<file path="config.mk">
export PLATFORM = sky130hd
export DESIGN_NAME = gsd_cordic
export DESIGN_NICKNAME = d
export VERILOG_FILES = /design/src/rtl/gsd_pkg.sv /design/src/rtl/gsd_cordic.sv
export SDC_FILE = /design/constraint.sdc
export NUM_CORES = 2
export LEC_CHECK = 0
export BUFFER_PORTS_ARGS = -buffer_cell sky130_fd_sc_hd__buf_2
export CAP_MARGIN = 30
export CORE_AREA = 4 4 418 626
export DETAILED_ROUTE_END_ITERATION = 6
export DIE_AREA = 0 0 422 630
export GPL_TIMING_DRIVEN = 0
export MAX_ROUTING_LAYER = met4
export PLACE_DENSITY = 0.77
export RECOVER_POWER = 25
export SYNTH_ARGS = -nofsm -noshare
export SYNTH_HDL_FRONTEND = slang
export SYNTH_SLANG_ARGS = --single-unit
</file>
<file path="constraint.sdc">
create_clock -name clk -period 9.8 [get_ports clk]
set_input_delay 0.98 -clock clk [delete_from_list [all_inputs] [get_ports clk]]
set_output_delay 0.98 -clock clk [all_outputs]
set_load 0.02 [all_outputs]
</file>
<file path="src/rtl/gsd_pkg.sv">
package gsd_pkg;

    // Datapath widths of the vectoring CORDIC.
    localparam int XY_W = 28;
    localparam int Z_W  = 26;

    // Angles in 1/65536 degree.
    localparam logic signed [Z_W-1:0] DEG90  = 26'sd5898240;
    localparam logic signed [27:0]    DEG180 = 28'sd11796480;
    localparam logic signed [27:0]    DEG360 = 28'sd23592960;

    // Gain removal and policy constants.
    localparam logic [15:0] GAIN_INV     = 16'd39797;
    localparam logic [26:0] REACH_LIMIT  = 27'd39321;
    localparam logic [15:0] CLEAR_LIMIT  = 16'd384;
    localparam logic [8:0]  LIN_OBST     = 9'd77;
    localparam logic [8:0]  LIN_MIN      = 9'd102;
    localparam logic [8:0]  LIN_MAX      = 9'd461;
    localparam logic signed [12:0] TURN_OBST = 13'sd2880;
    localparam logic signed [12:0] TURN_MAX  = 13'sd3840;

    // Register indexes.
    localparam logic REG_GOAL_X = 1'b0;
    localparam logic REG_GOAL_Z = 1'b1;

    // Arctangent of 2^-i in 1/65536 degree.
    function automatic logic [21:0] atan_lut(input logic [4:0] i);
        logic [21:0] r;
        begin
            case (i)
                5'd0:  r = 22'd2949120;
                5'd1:  r = 22'd1740967;
                5'd2:  r = 22'd919879;
                5'd3:  r = 22'd466945;
                5'd4:  r = 22'd234379;
                5'd5:  r = 22'd117304;
                5'd6:  r = 22'd58666;
                5'd7:  r = 22'd29335;
                5'd8:  r = 22'd14668;
                5'd9:  r = 22'd7334;
                5'd10: r = 22'd3667;
                5'd11: r = 22'd1833;
                5'd12: r = 22'd917;
                5'd13: r = 22'd458;
                5'd14: r = 22'd229;
                5'd15: r = 22'd115;
                5'd16: r = 22'd57;
                5'd17: r = 22'd29;
                5'd18: r = 22'd14;
                5'd19: r = 22'd7;
                5'd20: r = 22'd4;
                5'd21: r = 22'd2;
                5'd22: r = 22'd1;
                default: r = 22'd0;
            endcase
            return r;
        end
    endfunction

endpackage

</file>
<file path="src/rtl/gsd_cordic.sv">
module gsd_cordic
    import gsd_pkg::*;
#(
    parameter int STAGES = 16,
    parameter int SIDE_W = 32
)
(
    input  logic                   clk,
    input  logic                   rst_n,
    input  logic                   en,
    input  logic                   in_valid,
    input  logic signed [XY_W-1:0] x_in,
    input  logic signed [XY_W-1:0] y_in,
    input  logic signed [Z_W-1:0]  z_in,
    input  logic [SIDE_W-1:0]      side_in,
    output logic                   out_valid,
    output logic signed [XY_W-1:0] x_out,
    output logic signed [Z_W-1:0]  z_out,
    output logic [SIDE_W-1:0]      side_out
);

    logic                   vld_reg  [0:STAGES];
    logic signed [XY_W-1:0] x_reg    [0:STAGES];
    logic signed [XY_W-1:0] y_reg    [0:STAGES];
    logic signed [Z_W-1:0]  z_reg    [0:STAGES];
    logic [SIDE_W-1:0]      side_reg [0:STAGES];

    // Entry register.
    always_ff @(posedge clk or negedge rst_n)
    begin
        if (!rst_n)
        begin
            vld_reg[0] <= 1'b0;
        end
        else if (en)
        begin
            vld_reg[0] <= in_valid;
        end
    end

    always_ff @(posedge clk)
    begin
        if (en)
        begin
            x_reg[0]    <= x_in;
            y_reg[0]    <= y_in;
            z_reg[0]    <= z_in;
            side_reg[0] <= side_in;
        end
    end

    // One micro-rotation per stage, driving y toward zero.
    for (genvar i = 0; i < STAGES; i++)
    begin : g_stage
        logic signed [XY_W-1:0] xs;
        logic signed [XY_W-1:0] ys;
        logic signed [Z_W-1:0]  ang;

        assign xs  = x_reg[i] >>> i;
        assign ys  = y_reg[i] >>> i;
        assign ang = Z_W'(signed'({1'b0, atan_lut(5'(i))}));

        always_ff @(posedge clk or negedge rst_n)
        begin
            if (!rst_n)
            begin
                vld_reg[i+1] <= 1'b0;
            end
            else if (en)
            begin
                vld_reg[i+1] <= vld_reg[i];
            end
        end

        always_ff @(posedge clk)
        begin
            if (en)
            begin
                side_reg[i+1] <= side_reg[i];
                if (!y_reg[i][XY_W-1])
                begin
                    x_reg[i+1] <= x_reg[i] + ys;
                    y_reg[i+1] <= y_reg[i] - xs;
                    z_reg[i+1] <= z_reg[i] + ang;
                end
                else
                begin
                    x_reg[i+1] <= x_reg[i] - ys;
                    y_reg[i+1] <= y_reg[i] + xs;
                    z_reg[i+1] <= z_reg[i] - ang;
                end
            end
        end
    end

    assign out_valid = vld_reg[STAGES];
    assign x_out     = x_reg[STAGES];
    assign z_out     = z_reg[STAGES];
    assign side_out  = side_reg[STAGES];

endmodule

</file>
; ---- After elaboration in Yosys (flattened, before gate mapping)
; Memory sizes are Yosys's and may differ from the RTL's.
; Cells that the tools add are included.
; W data, S select, Z words.
[word_totals]
mem_bits_rw = 1938
out_inout_bits = 87
regBits = 17
n_memories = 4
inputBits = 118
word_cells = 310
[memory_table]
columns = name, words, width, read_ports, rd_clocked_by_memory_dff, write_ports, line_no
row1 = side_reg, 17, 32, 17, 0, 17, gsd_cordic.sv:26  ; logic [SIDE_W-1:0] side_reg [0:STAGES];
row2 = x_reg, 17, 28, 17, 0, 17, gsd_cordic.sv:23  ; logic signed [XY_W-1:0] x_reg [0:STAGES];
row3 = y_reg, 17, 28, 16, 0, 17, gsd_cordic.sv:24  ; logic signed [XY_W-1:0] y_reg [0:STAGES];
row4 = z_reg, 17, 26, 17, 0, 17, gsd_cordic.sv:25  ; logic signed [Z_W-1:0] z_reg [0:STAGES];
[op_classes]
muxes = 146
n_bitwise = 48
add_sub_neg = 95
[op_table]
columns = cell, count
row1 = $mux W28, 32
row2 = $mux W26, 16
row3 = $mux W1, 98
row4 = $add A28 B13 Y28, 2
row5 = $add A28 B14 Y28, 2
row6 = $add A28 B15 Y28, 2
row7 = $add A28 B16 Y28, 2
row8 = $add A28 B17 Y28, 2
row9 = $add A28 B18 Y28, 2
row10 = $add A28 B19 Y28, 2
row11 = $add A28 B20 Y28, 2
row12 = $add A28 B21 Y28, 2
row13 = $add A28 B22 Y28, 2
row14 = $add A28 B23 Y28, 2
row15 = $add A28 B24 Y28, 2
row16 = $add A28 B25 Y28, 2
row17 = $add A28 B26 Y28, 2
row18 = $add A28 B27 Y28, 2
row19 = $sub A28 B13 Y28, 2
row20 = $sub A28 B14 Y28, 2
row21 = $sub A28 B15 Y28, 2
row22 = $sub A28 B16 Y28, 2
row23 = $sub A28 B17 Y28, 2
row24 = $sub A28 B18 Y28, 2
row25 = other kinds (44), 101

; ---- Longest topological paths before layout
; An unclocked memory read counts as a cell.
[depth]
word_depth = 5
mapped_depth = 20
ltp_nobuf = 20

; ---- Least setup slack after synthesis
; No wires, ideal clock.
[synth_timing]
kind = input-to-reg
startpoint = in en
endpoint = mem x_reg[13][27], data pin
t_arrival_ps = 5210
n_path_buf = 3
setup_ps = 260
required_time_ps = 9540
path_slack_ps = 4330
path_stages = 19
path_cell_list = clkbuf_1 clkbuf_1 nand2_1 clkinv_1 clkbuf_1 a21oi_1 xnor2_1 ha_1 a21o_1 a21o_1 a21oi_1 o221ai_1 o211ai_1 a31oi_1 a221o_1 or4b_1 a31o_1 a21oi_1 xnor2_1
[synth_lines]
columns = item, line_no
row1 = from (decl), gsd_cordic.sv:10  ; input logic en,
row2 = to (decl), gsd_cordic.sv:23

==> key figures <==
Timing
  • Worst Hold Slack: 0.2472 ns
  • Min cycle time layout: 7.219 ns
  • Final Cycle Share: 73.66%
  • Slew @ Worst Pin: 6.393 ns
  • Max Slew Vio Count: 124
  • Slew headroom: -326.2%
  • Final setup viols: 0
  • Worst setup margin: 2.581 ns
  • Clock skew: 0.1033 ns
  • Highest clock rate: 0.1385 GHz
  • Hold Violations, Final: 0
  • RSZ-0062 raised after global routing: false
  • Final setup TNS: 0 ns

Drt
  • Initial DRC count: 3981
  • Drt via density: 5.737
  • DR vias: 90820
  • Residual DRC count: 0
  • Post-DRT Antenna Nets: 0
  • Post-Route WL: 320.5 mm
  • Drt wl/cell: 20.24 um
  • DRT Pass-1 Iters: 6

Floorplan
  • Die span in x: 422 um
  • CORE AREA: 256500 um2
  • IO Count: 205
  • Die Footprint: 265900 um2
  • Die Span Y: 630 um
  • Std cell rows: 228
  • Initial core utilization: 49.70%

Yosys
  • Synth async-reset ratio: 0.8896%
  • Seq cells post-synth: 1911
  • Seq/Total Area, Yosys: 44.96%
  • Post-Syn Nets: 13360
  • Yosys cell types: 100
  • Mapped Cells: 11890
  • Prevailing post-synth register cell: edfxtp_1
  • Synthesis Warnings: 0
  • Mapped Area: 127500 um2
  • Post-synth EDFFs: 1894
  • Post-synthesis area per instance: 10.72 um2

Layout
  • Synth-to-Final Area Change: 9.823%
  • Commonest non-fill, non-tap cell in the layout: edfxtp_1
  • Most frequent cells in the layout: 1894 x edfxtp_1, 1307 x ha_1, 1127 x a21oi_1
  • Fin cells: 15830
  • Layout cell share with drive strength beyond 1: 5.709%
  • Final layout net count: 13810
  • Fillers: 21970
  • Largest register FFs: 544

Global route
  • GR Util met1: 18.25%
  • Initial antenna violation count: 12
  • GR Layer Usage met2: 48.44%
  • Largest net degree at the start of global routing: 144
  • Global-route wire length before repair: 492.9 mm
  • Top Usage Layer GRT: met2
  • Met3 GRT Util: 2.920%
  • Total grt overflow: 0
  • Number of global-route vias before repair: 92700
  • GRT Total Usage: 24.24%

Min path
  • Worst min-delay path category: in2reg

Critical path
  • Startpoint Class: primary input
  • Setup CP Type: in2reg
  • Slowest CP cell: a31oi_1
  • CP required: 10.37 ns
  • Slowest Stage Delay on Critical Path: 0.72 ns
  • CP Capture Type: flip-flop
  • CP Cell Sequence: buf_8 > clkbuf_1 > clkbuf_1 > buf_8 > nand2_1 > clkinv_1 > buf_2 > nor2_1 > xor2_1 > ha_1 > nor2b_1 > o31a_1 > a211oi_1 > o21ai_0 > a31oi_1 > o21ai_0 > o41ai_2 > o2111ai_1 > a21oi_1 > xnor2_1
  • Worst-path maximum fanout: 61
  • Arr. time, crit path: 7.79 ns

Place
  • Placed Cells incl. Taps: 15480
  • Detailed Place HPWL: 256.4 mm
  • # port buffers: 204
  • Routability cong.: 0.9984
  • Pre-CTS setup slack: 1.505 ns

Clock network
  • Post-CTS setup buffers: 0
  • CTS tree: built
  • CTS buffer count: 198
  • Deepest clock path buffer count: 4
  • CTS H-tree depth: 4
  • Clock slew at reported path FFs: 0.07 ns
  • Root Driver: clkbuf_16
  • CTS sink cnt: 1911
  • Clock latency on the worst-skew pair: 0.92 ns

Outcome
  • Failing checks: capacitance limit, slew limit
  • Status: finished, violations left

Job
  • Max Cap Viol: 1
[cell type report]
cell class	count	area [um2]	area share (%)
inverter	512	1922	1.373
clock buffer	240	5218	3.727
buffer	220	1037	0.7410
antenna	5	12.51	0.008938
tap	3335	4173	2.981
timing repair buffer	255	1972	1.409
multi-input combinational	9244	67270	48.06
sequential	1911	57300	40.93
clock inverter	108	1074	0.7669
[cells by family after synthesis]
group           Yosys count  synth area share (%)
compound gates         3361                 16.81
simple gates           2869                 10.91
flops                  1911                 44.96
xor+xnor               1592                 10.94
fa+ha+maj              1354                 13.57
buf+inv                 732                 2.265
mux                      68                0.5595
[through the flow]
stage	util (%)	area, um2
3_5_place_dp	52.13	133700
6_report	54.58	140000
2_1_floorplan	-	127500
4_1_cts	54.59	140000
3_3_place_gp	51.72	132700
5_1_grt	54.58	140000
[metal layers]
| layer | routed length (um) | part of all wire [%] | up-vias |
|---|---|---|---|
| met5 | 0 | 0 | - |
| met4 | 35140 | 11 | 0 |
| met3 | 9172 | 2.9 | 1316 |
| met2 | 181700 | 57 | 1906 |
| met1 | 94450 | 29 | 42510 |
| li1 | - | - | 45080 |
[path summary, 6_finish.rpt]
path	depth (start not counted)	slack [ns]	endpoint	start
hold reg to reg	0	0.39	side_reg[0][233]	side_reg[0][201]
setup / recovery	20	2.58	y_reg[11][27]	en
hold / removal	1	0.25	side_reg[0][22]	side_in[22]
setup reg to reg	18	2.92	y_reg[6][26]	y_reg[5][27]
min in group asynchronous	2	0.85	vld_reg[2]	rst_n
max in group asynchronous	2	8.42	vld_reg[12]	rst_n
[critical path: cells and delay by family]
kind | cells | cell delay (ns)
XOR/XNOR | 2 | 0.67
AO/OA/AOI/OAI | 8 | 3.01
AND/OR/NAND/NOR | 3 | 0.63
adder cells (fa/ha/maj) | 1 | 0.38
buffers and inverters | 6 | 2.05
[cell usage after synthesis (18+ instances only)]
library cell / instances / area, um2
fa_1: 47 / 940.9
edfxtp_1: 1894 / 56870
or4_1: 37 / 277.8
inv_1: 499 / 1873
nor4_1: 59 / 369.1
nor2_1: 845 / 3172
nand2b_1: 219 / 1370
o21ai_0: 622 / 3113
nand3b_1: 20 / 150.1
o31ai_1: 137 / 1028
o41ai_1: 90 / 788.3
or3_1: 79 / 494.2
a31oi_1: 100 / 625.6
or2_2: 49 / 306.5
a221oi_1: 19 / 166.4
o22ai_1: 19 / 118.9
clkbuf_1: 170 / 638.1
a21oi_1: 1127 / 5640
nand3_1: 187 / 935.9
o21a_1: 168 / 1261
and2_1: 55 / 344.1
o31a_1: 28 / 245.2
nor2b_1: 190 / 1189
a21boi_0: 40 / 300.3
a211oi_1: 80 / 600.6
a21o_1: 479 / 3596
nand4_1: 65 / 406.6
buf_4: 33 / 247.7
and4_1: 30 / 262.8
o21ai_1: 18 / 90.09
nor3b_1: 21 / 157.7
o21bai_1: 151 / 1134
mux2i_1: 42 / 420.4
nor3_1: 250 / 1251
o211ai_1: 40 / 300.3
xnor2_1: 1060 / 9284
a2111oi_0: 18 / 157.7
and3_1: 81 / 506.7
nand2_1: 655 / 2459
mux2_2: 26 / 292.8
a221o_1: 21 / 210.2
ha_1: 1307 / 16350
xor2_1: 532 / 4659
a211o_1: 31 / 271.5
[what timing repair did]
action,CTS,global route
hold buffers,1,0
hold endpoints to repair,17,0
resized for setup,0,0
Power is not shown: default switching activity piles up to over one toggle a cycle in this logic, so the estimate is an artifact.
